[config.mk]
export PLATFORM = sky130hd
export DESIGN_NAME = polyline_arc_length_top_flat
export DESIGN_NICKNAME = d
export VERILOG_FILES = /design/src/design/pal_pkg.sv /design/src/design/pal_if.sv /design/src/design/pal_seg_unit.sv /design/src/design/polyline_arc_length_top.sv /design/src/flat_wrapper.sv
export SDC_FILE = /design/constraint.sdc
export NUM_CORES = 1
export LEC_CHECK = 0
export BUFFER_PORTS_ARGS = -buffer_cell sky130_fd_sc_hd__buf_2
export CAP_MARGIN = 20
export CORE_ASPECT_RATIO = 0.75
export CORE_MARGIN = 3
export CORE_UTILIZATION = 40
export DETAILED_ROUTE_END_ITERATION = 12
export PLACE_DENSITY = 0.51
export SYNTH_ARGS = -nofsm -noshare
export SYNTH_HDL_FRONTEND = slang
export SYNTH_SLANG_ARGS = --single-unit
[constraint.sdc]
create_clock -name clk_i -period 14.9 [get_ports clk_i]
set_clock_uncertainty 0.15 [all_clocks]
set_input_delay 4.47 -clock clk_i [delete_from_list [all_inputs] [get_ports clk_i]]
set_output_delay 4.47 -clock clk_i [all_outputs]
set_load 0.01 [all_outputs]
[src/design/pal_pkg.sv]
`timescale 1ns / 1ps
package pal_pkg;

  localparam int CoordW = 16;
  localparam int SumW   = 40;
  localparam int SqW    = 2 * CoordW + 1;
  localparam int FracSh = 16;
  localparam int RadW   = SqW + 1 + FracSh;
  localparam int RootW  = RadW / 2;
  localparam int RemW   = RootW + 3;
  localparam int CntW   = $clog2(RootW);

  localparam logic [SumW-1:0] SumMax = {SumW{1'b1}};
  localparam logic [CntW-1:0] CntLast = CntW'(RootW - 1);

  typedef struct packed {
    logic [CoordW-1:0] ax;
    logic [CoordW-1:0] ay;
    logic [CoordW-1:0] bx;
    logic [CoordW-1:0] by;
  } seg_pts_t;

  typedef enum logic [1:0] {
    SEG_IDLE,
    SEG_SQX,
    SEG_SQY,
    SEG_ROOT
  } seg_state_e;

  typedef enum logic [2:0] {
    ST_IDLE,
    ST_RUN_A,
    ST_START_B,
    ST_RUN_B,
    ST_EMIT
  } top_state_e;

endpackage

[src/design/pal_if.sv]
`timescale 1ns / 1ps
interface pal_pt_if;
  import pal_pkg::*;
  logic              valid;
  logic              ready;
  logic [CoordW-1:0] point_x;
  logic [CoordW-1:0] point_y;
  logic              is_last;
  modport source (output valid, point_x, point_y, is_last, input ready);
  modport sink   (input valid, point_x, point_y, is_last, output ready);
endinterface

interface pal_len_if;
  import pal_pkg::*;
  logic            valid;
  logic            ready;
  logic [SumW-1:0] total_length;
  logic            saturated;
  modport source (output valid, total_length, saturated, input ready);
  modport sink   (input valid, total_length, saturated, output ready);
endinterface

interface pal_cfg_if;
  logic valid;
  logic ready;
  logic closed_loop;
  modport source (output valid, closed_loop, input ready);
  modport sink   (input valid, closed_loop, output ready);
endinterface

[src/design/pal_seg_unit.sv]
`timescale 1ns / 1ps
module pal_seg_unit
  import pal_pkg::*;
(
  input  logic             clk_i,
  input  logic             rst_ni,
  input  logic             start_i,
  input  seg_pts_t         pts_i,
  output logic             done_o,
  output logic [RootW-1:0] len_o
);

  seg_state_e        state_q, state_d;
  logic [CoordW-1:0] ux_q, uy_q;
  logic [SqW-1:0]    sq_q;
  logic [RadW-1:0]   rad_q;
  logic [RootW-1:0]  root_q;
  logic [RemW-1:0]   rem_q;
  logic [CntW-1:0]   cnt_q;
  logic              done_q;

  logic signed [CoordW:0] dx, dy;
  logic [CoordW:0]        ndx, ndy;
  logic [CoordW-1:0]      mul_op;
  logic [SqW-1:0]         prod;
  logic [SqW:0]           sq_sum;
  logic [RemW-1:0]        rem_sh, trial;
  logic                   fits;

  assign dx  = $signed({pts_i.ax[CoordW-1], pts_i.ax}) - $signed({pts_i.bx[CoordW-1], pts_i.bx});
  assign dy  = $signed({pts_i.ay[CoordW-1], pts_i.ay}) - $signed({pts_i.by[CoordW-1], pts_i.by});
  assign ndx = -dx;
  assign ndy = -dy;

  // one multiplier, shared between the two squares
  assign mul_op = (state_q == SEG_SQX) ? ux_q : uy_q;
  assign prod   = SqW'({16'd0, mul_op} * {16'd0, mul_op});
  assign sq_sum = {1'b0, sq_q} + {1'b0, prod};

  assign rem_sh = {rem_q[RemW-3:0], rad_q[RadW-1 -: 2]};
  assign trial  = {1'b0, root_q, 2'b01};
  assign fits   = rem_sh >= trial;

  always_ff @(posedge clk_i or negedge rst_ni) begin
    if (!rst_ni) begin
      state_q <= SEG_IDLE;
      done_q  <= 1'b0;
    end else begin
      state_q <= state_d;
      done_q  <= (state_q == SEG_ROOT) && (cnt_q == CntLast);
    end
  end

  always_comb begin
    state_d = state_q;
    case (state_q)
      SEG_IDLE: if (start_i) state_d = SEG_SQX;
      SEG_SQX:  state_d = SEG_SQY;
      SEG_SQY:  state_d = SEG_ROOT;
      SEG_ROOT: if (cnt_q == CntLast) state_d = SEG_IDLE;
      default:  state_d = SEG_IDLE;
    endcase
  end

  always_ff @(posedge clk_i) begin
    case (state_q)
      SEG_IDLE: begin
        if (start_i) begin
          ux_q <= dx[CoordW] ? ndx[CoordW-1:0] : dx[CoordW-1:0];
          uy_q <= dy[CoordW] ? ndy[CoordW-1:0] : dy[CoordW-1:0];
        end
      end
      SEG_SQX: sq_q <= prod;
      SEG_SQY: begin
        rad_q  <= {sq_sum, {FracSh{1'b0}}};
        root_q <= '0;
        rem_q  <= '0;
        cnt_q  <= '0;
      end
      SEG_ROOT: begin
        rad_q <= rad_q << 2;
        cnt_q <= cnt_q + 1'b1;
        if (fits) begin
          rem_q  <= rem_sh - trial;
          root_q <= {root_q[RootW-2:0], 1'b1};
        end else begin
          rem_q  <= rem_sh;
          root_q <= {root_q[RootW-2:0], 1'b0};
        end
      end
      default: ;
    endcase
  end

  assign done_o = done_q;
  assign len_o  = root_q;

endmodule

[src/design/polyline_arc_length_top.sv]
`timescale 1ns / 1ps
// The first point of a contour is taken at once; every later point waits for the
//   shared bit-serial square root (two squares on one multiplier, a 25-bit root, accumulate).
// After the last point the result is loaded for out_o; a closed loop first adds the closing segment.
// The result beat waits in ST_EMIT while an earlier result on out_o is stalled.
// Reset (rst_ni, async, active low): open polyline mode, empty contour, no result pending.
module polyline_arc_length_top
  import pal_pkg::*;
(
  input  logic      clk_i,
  input  logic      rst_ni,
  pal_pt_if.sink    in_i,
  pal_len_if.source out_o,
  pal_cfg_if.sink   cfg_i
);

  top_state_e        state_q, state_d;
  logic              closed_q;
  logic              have_q;
  logic              last_q;
  logic              sat_q;
  logic [SumW-1:0]   sum_q;
  logic [CoordW-1:0] first_x_q, first_y_q, prev_x_q, prev_y_q;
  logic              out_valid_q;
  logic [SumW-1:0]   out_len_q;
  logic              out_sat_q;

  logic             accept, seg_start, seg_done, emit;
  logic [RootW-1:0] seg_len;
  seg_pts_t         pts;
  logic [SumW:0]    sum_ext;

  assign in_i.ready  = (state_q == ST_IDLE);
  assign cfg_i.ready = 1'b1;
  assign accept      = in_i.valid && in_i.ready;
  assign emit        = (state_q == ST_EMIT) && (!out_valid_q || out_o.ready);
  assign seg_start   = (accept && have_q) || (state_q == ST_START_B);

  always_comb begin
    if (state_q == ST_START_B) begin
      pts = '{ax: first_x_q, ay: first_y_q, bx: prev_x_q, by: prev_y_q};
    end else begin
      pts = '{ax: in_i.point_x, ay: in_i.point_y, bx: prev_x_q, by: prev_y_q};
    end
  end

  pal_seg_unit u_seg (
    .clk_i  (clk_i),
    .rst_ni (rst_ni),
    .start_i(seg_start),
    .pts_i  (pts),
    .done_o (seg_done),
    .len_o  (seg_len)
  );

  assign sum_ext = {1'b0, sum_q} + {{(SumW + 1 - RootW){1'b0}}, seg_len};

  always_comb begin
    state_d = state_q;
    case (state_q)
      ST_IDLE: begin
        if (accept) begin
          if (have_q) state_d = ST_RUN_A;
          else if (in_i.is_last) state_d = closed_q ? ST_START_B : ST_EMIT;
        end
      end
      ST_RUN_A: begin
        if (seg_done) begin
          if (!last_q) state_d = ST_IDLE;
          else state_d = closed_q ? ST_START_B : ST_EMIT;
        end
      end
      ST_START_B: state_d = ST_RUN_B;
      ST_RUN_B:   if (seg_done) state_d = ST_EMIT;
      ST_EMIT:    if (emit) state_d = ST_IDLE;
      default:    state_d = ST_IDLE;
    endcase
  end

  always_ff @(posedge clk_i or negedge rst_ni) begin
    if (!rst_ni) begin
      state_q     <= ST_IDLE;
      closed_q    <= 1'b0;
      have_q      <= 1'b0;
      last_q      <= 1'b0;
      sat_q       <= 1'b0;
      sum_q       <= '0;
      out_valid_q <= 1'b0;
    end else begin
      state_q <= state_d;
      if (cfg_i.valid) closed_q <= cfg_i.closed_loop;
      if (accept) begin
        have_q <= 1'b1;
        last_q <= in_i.is_last;
      end
      if (seg_done) begin
        if (sum_ext >= {1'b0, SumMax}) begin
          sum_q <= SumMax;
          sat_q <= 1'b1;
        end else begin
          sum_q <= sum_ext[SumW-1:0];
        end
      end
      if (emit) begin
        out_valid_q <= 1'b1;
        have_q      <= 1'b0;
        sat_q       <= 1'b0;
        sum_q       <= '0;
      end else if (out_o.ready) begin
        out_valid_q <= 1'b0;
      end
    end
  end

  always_ff @(posedge clk_i) begin
    if (accept) begin
      prev_x_q <= in_i.point_x;
      prev_y_q <= in_i.point_y;
      if (!have_q) begin
        first_x_q <= in_i.point_x;
        first_y_q <= in_i.point_y;
      end
    end
    if (emit) begin
      out_len_q <= sum_q;
      out_sat_q <= sat_q;
    end
  end

  assign out_o.valid        = out_valid_q;
  assign out_o.total_length = out_len_q;
  assign out_o.saturated    = out_sat_q;

endmodule

[src/flat_wrapper.sv]
// flat-port wrapper written by rule: the top's interface ports become plain ports
module polyline_arc_length_top_flat import pal_pkg::*;
  (clk_i, rst_ni, in_i_valid, in_i_point_x, in_i_point_y, in_i_is_last, in_i_ready, out_o_valid, out_o_total_length, out_o_saturated, out_o_ready, cfg_i_valid, cfg_i_closed_loop, cfg_i_ready);
  pal_pt_if in_i_i ();
  pal_len_if out_o_i ();
  pal_cfg_if cfg_i_i ();
  input  logic clk_i;
  input  logic rst_ni;
  input wire logic [$bits(in_i_i.valid)-1:0] in_i_valid;
  input wire logic [$bits(in_i_i.point_x)-1:0] in_i_point_x;
  input wire logic [$bits(in_i_i.point_y)-1:0] in_i_point_y;
  input wire logic [$bits(in_i_i.is_last)-1:0] in_i_is_last;
  output wire logic [$bits(in_i_i.ready)-1:0] in_i_ready;
  output wire logic [$bits(out_o_i.valid)-1:0] out_o_valid;
  output wire logic [$bits(out_o_i.total_length)-1:0] out_o_total_length;
  output wire logic [$bits(out_o_i.saturated)-1:0] out_o_saturated;
  input wire logic [$bits(out_o_i.ready)-1:0] out_o_ready;
  input wire logic [$bits(cfg_i_i.valid)-1:0] cfg_i_valid;
  input wire logic [$bits(cfg_i_i.closed_loop)-1:0] cfg_i_closed_loop;
  output wire logic [$bits(cfg_i_i.ready)-1:0] cfg_i_ready;
  assign in_i_i.valid = in_i_valid;
  assign in_i_i.point_x = in_i_point_x;
  assign in_i_i.point_y = in_i_point_y;
  assign in_i_i.is_last = in_i_is_last;
  assign in_i_ready = in_i_i.ready;
  assign out_o_valid = out_o_i.valid;
  assign out_o_total_length = out_o_i.total_length;
  assign out_o_saturated = out_o_i.saturated;
  assign out_o_i.ready = out_o_ready;
  assign cfg_i_i.valid = cfg_i_valid;
  assign cfg_i_i.closed_loop = cfg_i_closed_loop;
  assign cfg_i_ready = cfg_i_i.ready;
  polyline_arc_length_top u_core (.clk_i(clk_i), .rst_ni(rst_ni), .in_i(in_i_i), .out_o(out_o_i), .cfg_i(cfg_i_i));
endmodule
==> flow_summary.json, run 1 <==
{
  "cp_top_family": "adder cells",
  "synth-main-ff-cell": "edfxtp_1",
  "worstPathArrival_ns": 10.78,
  "routed_via_density": 5.33,
  "postCtsSetupRepairBufs": 0,
  "cts_resized": 0,
  "die_h_um": 222,
  "areaGrowthSynthToFinish_pct": 10.1,
  "rsz0062_at_grt": "false",
  "core-area_mm2": 0.0611,
  "instances_no_fill": 3370,
  "syn_nets": 2897,
  "yosys_warnings": 0,
  "async_reset_ff_frac": 0.165,
  "clock_latency_ns": 0.55,
  "drive_above_1_share": 0.0868,
  "antenna_found_initial": 1,
  "htree_levels": 2,
  "root_buffer": "clkbuf_16",
  "critical_path_buf_inv_count": 8,
  "drt_pass1_iterations": 5,
  "hold_violations": 0,
  "ctsHoldBuffers": 0,
  "io_pins": 83,
  "power_density_mw_per_mm2": 69.0,
  "use_met1": 0.290,
  "max_stage_delay_ns": 0.80,
  "fp.dieArea_mm2": 0.0654,
  "die_w_um": 294,
  "grt-busiest-layer": "met1",
  "grt_use_total": 0.184,
  "cp_slowest_cell": "mux2i_1",
  "num_rows": 78,
  "total_power_mw": 1.89,
  "ys_seq_area_frac": 0.362,
  "routabilityCongestion": 0.895,
  "clk_pin_slew_ns": 0.06,
  "cts_made_buffers": 37,
  "syn_area_mm2": 0.0249,
  "synth_cells": 2472,
  "grt_pass1_vias": 17500,
  "hpwl_mm": 46.7,
  "grt_util_met3": 0.0407,
  "endpoint_kind": "register",
  "yosysUniqueCellTypes": 79,
  "power_leakage_nw": 11.4,
  "io_buffer_count": 81,
  "slew_viol_final": 0,
  "max_freq_mhz": 93.9,
  "final_nets": 2968,
  "initial_core_util": 0.408,
  "grt_overflow": 0,
  "min_period_ns": 10.65,
  "grt_pass1_wl_mm": 96.6,
  "relSlewSlack": 0.286,
  "min_path_type": "register to register",
  "status": "finished, final reports clean",
  "wl_per_cell_um": 17.9,
  "crit_fanout": 51,
  "clk_path_buf_depth": 3,
  "routed-via-count": 17900,
  "holdWs_ns": 0.312,
  "cts_tree": "done",
  "ys_seq_elements": 309,
  "diodes": 0,
  "use_met2": 0.259,
  "setup_violations": 0,
  "grt_max_degree": 70,
  "synth.avg_cell_area_um2": 10.1,
  "ant_nets": 0,
  "worst_setup_path_start_kind": "register",
  "setup_tns_ns": 0,
  "drc": 0,
  "dp_cells": 3303,
  "drv_cap": 0,
  "rr_worst_depth": 37,
  "crit_cells": 37,
  "wirelength_mm": 60.4,
  "fin_crit_sh": 0.715,
  "critPathKind": "register to register",
  "synth_edf_count": 258,
  "drt_iter0_markers": 1216,
  "critPathRequiredTime_ns": 15.03,
  "worst_slew_pin_slew_ns": 1.07,
  "r2r_slack_ns": 4.25,
  "numClockSinks": 309,
  "vdd_drop_max_mv": 0.0902,
  "whs_path_depth": 0,
  "fill_cells": 5851
}
==> report_power, final <==
group	internal (mW)	switching, mW	leakage (nW)	total, mW
combinational	0.0324	0.0427	8.27	0.0750
sequential	0.933	0.000335	2.59	0.933
clock	0.518	0.367	0.570	0.885
total	1.48	0.410	11.4	1.89
==> area by class of cell <==
| cell class | count | area [µm²] | area share |
|---|---|---|---|
| multi-input cells | 1755 | 14400 | 0.525 |
| clock buffers | 48 | 1020 | 0.0372 |
| well taps | 800 | 1000 | 0.0365 |
| flip-flops and latches | 309 | 9020 | 0.329 |
| inverters | 339 | 1270 | 0.0464 |
| clock inverters | 18 | 149 | 0.00542 |
| repair buffers | 101 | 576 | 0.0210 |
==> worst register-to-register path: cells and delay by family, from the launching register on <==
family / cells / cell delay, ns
muxes: 1 / 0.82
adders and majority gates: 9 / 3.94
buffers and inverters: 8 / 1.54
DFF: 1 / 0.40
xor gates and xnor gates: 2 / 0.31
AOI/OAI and AO/OA: 10 / 2.30
and+or+nand+nor: 7 / 0.92
==> synth_stat cells, types with 4 or more instances <==
master,count,area [µm²]
nor2_1,208,781
mux2i_1,35,350
a21boi_0,4,30.0
or3_1,17,106
o211ai_1,8,60.1
o22ai_1,6,37.5
buf_1,5,18.8
mux2_2,42,473
and4_1,6,52.6
inv_1,331,1240
nand3_1,57,285
nand4_1,22,138
nand3b_1,4,30.0
clkinv_1,7,26.3
a31oi_1,12,75.1
and2_1,10,62.6
nor2b_1,24,150
fa_1,164,3280
o21a_1,37,278
o311ai_0,4,35.0
a31o_2,5,43.8
dfrtp_1,51,1280
ha_1,222,2780
xor2_1,63,552
o21bai_1,12,90.1
clkbuf_1,63,236
nor4_1,5,31.3
o21ai_0,154,771
nor3b_1,5,37.5
o31ai_1,18,135
edfxtp_1,258,7750
a21oi_1,116,581
nor3_1,50,250
and3_1,15,93.8
a211o_1,8,70.1
o211a_1,5,50.1
a21o_1,40,300
o21ai_1,9,45.0
nand2b_1,16,100
nand2_1,174,653
xnor2_1,94,823
a211oi_1,27,203
==> metrics by stage <==
step           cell area (µm²)   util  setup WS (ns)
2_1_floorplan            24900      -           4.78
5_1_grt                  27400  0.449           3.47
3_5_place_dp             26300  0.430           4.28
6_report                 27400  0.449           4.25
3_3_place_gp             26300  0.430           4.60
4_1_cts                  27400  0.449           4.28
==> logic make-up after synthesis <==
logic type | after synthesis | synth area share
AO/OA/AOI/OAI | 504 | 0.128
XOR/XNOR | 157 | 0.0551
adder cells (fa/ha/maj) | 386 | 0.243
buffers and inverters | 408 | 0.0616
flip-flops | 309 | 0.362
multiplexers | 77 | 0.0330
other | 1 | 0.000150
AND/OR/NAND/NOR | 630 | 0.118
==> state kept, by name, summed over array words and instances, names as in the netlist, 2 cells and up <==
| signal | cells |
|---|---|
| u_core.out_o.total_length | 40 |
| u_core.sum_q | 40 |
| u_core.u_seg.rad_q | 34 |
| u_core.u_seg.sq_q | 31 |
| u_core.u_seg.rem_q | 26 |
| u_core.u_seg.len_o | 25 |
| u_core.first_x_q | 16 |
| u_core.first_y_q | 16 |
| u_core.prev_x_q | 16 |
| u_core.prev_y_q | 16 |
| u_core.u_seg.ux_q | 16 |
| u_core.u_seg.uy_q | 16 |
| u_core.u_seg.cnt_q | 5 |
| u_core.state_q | 3 |
| u_core.u_seg.state_q | 2 |
==> layer usage <==
metal,wire length (µm),share of wire,vias to the layer above
met3,3960,0.066,65
li1,-,-,8723
met5,13,0.00022,-
met4,876,0.015,2
met2,24600,0.41,392
met1,30900,0.51,8767
==> path summary, 6_finish.rpt <==
| check | startpoint | to |
|---|---|---|
| min in group asynchronous | rst_ni | u_core.have_q |
| setup reg to reg | u_core.u_seg.state_q[1] | u_core.u_seg.rad_q[47] |
| max in group asynchronous | rst_ni | u_core.sum_q[23] |
| hold reg to reg | u_core.sat_q | u_core.out_o.saturated |
| setup / recovery | u_core.u_seg.state_q[1] | u_core.u_seg.rad_q[47] |
| hold / removal | u_core.sat_q | u_core.out_o.saturated |
==> placed cells by master, fill, tap and decap left out, drive strengths merged, types with 63 or more instances in the layout <==
cell and n:
inv 334, o21ai 164, fa 164, xor2 63, xnor2 94, buf 101
ha 222, edfxtp 258, nand2 174, nor2 208, a21oi 117
No activity file was read; power rests on OpenSTA's default activity.
==> run 2, diff against run 1 <==
Clock period 14.9 ns to 10.95 ns, I/O delays scaled along.
==> flow_summary.json, run 2 (same netlist as run 1, synthesis figures left out) <==
{
  "status": "finished, final reports clean",
  "numClockSinks": 309,
  "clk_pin_slew_ns": 0.07,
  "htree_levels": 2,
  "die_w_um": 294,
  "drive_above_1_share": 0.0915,
  "crit_fanout": 21,
  "endpoint_kind": "register",
  "routabilityCongestion": 0.872,
  "io_buffer_count": 81,
  "min_period_ns": 9.98,
  "wl_per_cell_um": 17.8,
  "vdd_drop_max_mv": 0.137,
  "worst_slack_ns": 0.973,
  "worst_slew_pin_slew_ns": 0.951,
  "final_nets": 2974,
  "cts_made_buffers": 37,
  "pre_cts_slack_ns": 0.959,
  "die_h_um": 222,
  "antenna_found_initial": 1,
  "utilization": 0.451,
  "postCtsSetupRepairBufs": 0,
  "clock_latency_ns": 0.57,
  "max_stage_delay_ns": 0.57,
  "routed-via-count": 17900,
  "critPathRequiredTime_ns": 11.20,
  "ant_nets": 0,
  "hpwl_mm": 46.7,
  "cp_common_cell": "inv_1",
  "grt_use_total": 0.185,
  "min_path_type": "register to register",
  "holdWs_ns": 0.320,
  "drt_iter0_markers": 1201,
  "worst_setup_path_start_kind": "register",
  "grt_pass1_wl_mm": 97.4,
  "placed_area_mm2": 0.0263,
  "areaGrowthSynthToFinish_pct": 10.6,
  "power_density_mw_per_mm2": 96.3,
  "timing.rr.start": "u_core.u_seg.state_q[1]",
  "grt_max_degree": 71,
  "total_power_mw": 2.66,
  "whs_endpoint": "u_core.out_o.total_length[9]",
  "layout_commonest_cell": "inv_1",
  "hold_violations": 0,
  "rsz0062_at_grt": "false",
  "r2r_slack_ns": 0.97,
  "ctsHoldBuffers": 0,
  "routed_via_density": 5.30,
  "drt_pass1_iterations": 5,
  "fp.dieArea_mm2": 0.0654,
  "drv_cap": 0,
  "layout_common_cells": "inv_1, edfxtp_1, ha_1",
  "setup_tns_ns": 0,
  "instances_no_fill": 3378,
  "critPathKind": "register to register",
  "fin_crit_sh": 0.911,
  "core-area_mm2": 0.0611,
  "setup_violations": 0,
  "grt_overflow": 0,
  "wirelength_mm": 60.2,
  "fin_area_mm2": 0.0276,
  "worst_r2r_endpoint": "u_core.u_seg.rad_q[46]",
  "cts_resized": 0,
  "root_buffer": "clkbuf_16",
  "io_pins": 83,
  "drc": 0,
  "whs_path_depth": 0,
  "power_leakage_nw": 11.5,
  "hold_start": "u_core.sum_q[9]",
  "cts_tree": "done",
  "cp_slowest_cell": "ha_2",
  "diodes": 0,
  "dp_cells": 3309,
  "max_freq_mhz": 100,
  "initial_core_util": 0.408,
  "clk_path_buf_depth": 3,
  "num_rows": 78,
  "slew_viol_final": 0,
  "relSlewSlack": 0.349,
  "worstPathArrival_ns": 10.22,
  "rr_worst_depth": 37,
  "grt_pass1_vias": 17800
}
## run 2: changes by cell type in the layout (fill, tap and decap cells not counted), sizes merged
cell / delta
inv: +1
buf: +6
clkbuf: -5
clkinvlp: +3
bufinv: +3
## run 2: how the worst max path moves through the flow
| stage | start | endpoint | depth (start not counted) |
|---|---|---|---|
| floorplan | u_core.u_seg.state_q[1] | u_core.u_seg.rad_q[47] | 36 |
| global placement | u_core.u_seg.state_q[1] | u_core.u_seg.rad_q[47] | 37 |
| detailed placement | u_core.u_seg.state_q[1] | u_core.u_seg.rad_q[46] | 37 |
| CTS | u_core.u_seg.state_q[1] | u_core.u_seg.rad_q[46] | 37 |
| global route | u_core.u_seg.state_q[1] | u_core.u_seg.rad_q[47] | 37 |
| finish | u_core.u_seg.state_q[1] | u_core.u_seg.rad_q[46] | 37 |
## run 2: routing by layer
| metal | vias up | routed length (µm) | share of wire | track usage |
|---|---|---|---|---|
| li1 | 8723 | - | - | - |
| met5 | - | 0 | 0 | 0 |
| met3 | 70 | 3160 | 0.053 | 0.0339 |
| met1 | 8704 | 31500 | 0.52 | 0.291 |
| met2 | 395 | 24300 | 0.40 | 0.262 |
| met4 | 0 | 1210 | 0.020 | 0.0420 |
## run 2: power breakdown
part | leakage [nW] | total, mW | internal, mW | switching [mW]
clock network | 0.600 | 1.29 | 0.756 | 0.530
logic | 8.30 | 0.102 | 0.0440 | 0.0583
registers | 2.59 | 1.27 | 1.27 | 0.000422
total | 11.5 | 2.66 | 2.07 | 0.588
## run 2: area by class of cell
cell class / instances / area (µm²)
Inverter: 339 / 1270
Multi-Input combinational cell: 1755 / 14400
Tap cell: 800 / 1000
Timing Repair Buffer: 107 / 613
Clock inverter: 25 / 302
Sequential cell: 309 / 9020
Fill cell: 5837 / 33500
Clock buffer: 43 / 958
## run 2: critical path: cells and delay by family, from the launching register on
kind                       cells  cell delay (ns)
AOI/OAI and AO/OA             11             2.56
xor gates and xnor gates       1             0.17
adders and majority gates      9             4.36
buffers and inverters          8             0.78
DFF                            1             0.40
muxes                          1             0.44
and+or+nand+nor                7             0.93
==> run 3, diff against run 2 <==
Settings changed: CORE_UTILIZATION 40 to 45, PLACE_DENSITY 0.51 to 0.57.
Clock period 10.95 ns to 12.5 ns, I/O delays scaled along.
==> flow_summary.json, run 3 (same netlist as run 1, synthesis figures left out) <==
{
  "instances_no_fill": 3292,
  "routed_via_density": 5.51,
  "timing.rr.start": "u_core.u_seg.state_q[1]",
  "die_h_um": 210,
  "areaGrowthSynthToFinish_pct": 9.60,
  "internal_power_mw": 1.75,
  "max_stage_delay_ns": 0.96,
  "relSlewSlack": 0.209,
  "worst_setup_path_start_kind": "register",
  "htree_levels": 2,
  "layout_commonest_cell": "inv_1",
  "fp.dieArea_mm2": 0.0583,
  "pwr-share-comb": 0.040,
  "worstPathArrival_ns": 10.65,
  "holdWs_ns": 0.320,
  "drc": 0,
  "root_buffer": "clkbuf_16",
  "drt_iter0_markers": 1245,
  "hold_violations": 0,
  "core-area_mm2": 0.0546,
  "wirelength_mm": 59.2,
  "clock_latency_ns": 0.55,
  "drv_cap": 0,
  "vdd_drop_max_mv": 0.106,
  "cts_tree": "done",
  "fill_cells": 5014,
  "initial_core_util": 0.456,
  "wl_per_cell_um": 18.0,
  "switching_power_uw": 469,
  "dp_cells": 3229,
  "antenna_found_initial": 2,
  "io_buffer_count": 81,
  "pwr-share-clk": 0.460,
  "cts_resized": 0,
  "max_freq_mhz": 95.7,
  "hold_start": "u_core.sat_q",
  "grt_use_total": 0.204,
  "endpoint_kind": "register",
  "cp_slowest_cell": "mux2i_1",
  "hpwl_mm": 45.6,
  "postCtsSetupRepairBufs": 0,
  "critPathKind": "register to register",
  "routed-via-count": 18100,
  "clk_path_buf_depth": 3,
  "critPathLaunch": "u_core.u_seg.state_q[1]",
  "clk_pin_slew_ns": 0.06,
  "status": "finished, final reports clean",
  "die_w_um": 278,
  "critical_path_buf_inv_count": 10,
  "power_density_mw_per_mm2": 81.4,
  "numClockSinks": 309,
  "ctsHoldBuffers": 0,
  "grt_pass1_vias": 18000,
  "critPathRequiredTime_ns": 12.71,
  "worst_slew_pin_slew_ns": 1.15,
  "min_path_type": "register to register",
  "routabilityCongestion": 0.913,
  "fin_crit_sh": 0.836,
  "p_sw_frac": 0.211,
  "setup_violations": 0,
  "drt_pass1_iterations": 6,
  "placed_area_mm2": 0.0262,
  "diodes": 0,
  "crit_fanout": 11,
  "cts_made_buffers": 35,
  "slew_viol_final": 0,
  "grt_overflow": 0,
  "ant_nets": 0,
  "io_pins": 83,
  "layout_common_cells": "inv_1, edfxtp_1, ha_1",
  "seqPwrFrac": 0.500,
  "cp_top_family": "adder cells",
  "drive_above_1_share": 0.0883,
  "final_nets": 2969,
  "rsz0062_at_grt": "false",
  "grt_pass1_wl_mm": 96.1,
  "grt_max_degree": 71,
  "setup_tns_ns": 0,
  "r2r_slack_ns": 2.05,
  "power_leakage_nw": 11.4,
  "min_period_ns": 10.45,
  "fin_area_mm2": 0.0273,
  "num_rows": 74,
  "cp_common_cell": "inv_1"
}
==> run 3: cell types whose count changed in the layout (fill, tap and decap cells not counted), sizes merged <==
| cell | delta |
|---|---|
| buf | -3 |
| bufinv | -4 |
| clkbuf | +6 |
| clkinv | -3 |
| clkinvlp | -1 |
| inv | -3 |
==> run 3: metrics by stage <==
step           setup WS, ns  power [mW]  utilization
2_1_floorplan          2.38        1.20            -
3_3_place_gp           2.15        1.22        0.479
3_5_place_dp           2.12        1.22        0.479
4_1_cts                2.06        2.26        0.500
5_1_grt                1.46        2.31        0.500
6_report               2.05        2.22        0.500
==> run 3: cell type report <==
type,count,area (µm²),area share
Inverter,339,1270,0.0466
Clock buffer,49,1040,0.0382
Clock inverter,14,101,0.00371
Sequential cell,309,9020,0.330
Timing Repair Buffer,104,578,0.0212
Tap cell,722,903,0.0331
Multi-Input combinational cell,1755,14400,0.527
==> run 3: worst reg2reg max path, delay by kind of cell (launching register included) <==
kind,cells,cell delay [ns]
adders and majority gates,9,3.94
and+or+nand+nor,3,0.54
muxes,1,0.97
DFF,1,0.40
buffers and inverters,10,1.12
AOI/OAI and AO/OA,14,3.13
==> run 3: routing by layer <==
metal  vias up  global-route usage  part of all wire
met5         -                   0           0.00046
met4         4              0.0457             0.016
met3        78              0.0374             0.058
met2       411               0.309              0.43
met1      8913               0.305              0.50
li1       8721                   -                 -
==> run 3: final timing paths <==
| kind | cells past startpoint | end |
|---|---|---|
| worst max-delay path | 37 | u_core.u_seg.rad_q[46] |
| worst min-delay path | 0 | u_core.out_o.saturated |
| worst max register to register | 37 | u_core.u_seg.rad_q[46] |
| worst min register to register | 0 | u_core.out_o.saturated |
| max in group asynchronous | 2 | u_core.u_seg.done_o |
| min in group asynchronous | 2 | u_core.sum_q[8] |
==> run 3: power groups by stage <==
stage	clock network (mW)	logic, mW	registers [mW]
CTS	1.06	0.0899	1.11
global route	1.09	0.101	1.11
finish	1.02	0.0886	1.11
global placement	0	0.0873	1.13
floorplan	0	0.0631	1.13
detailed placement	0	0.0893	1.13
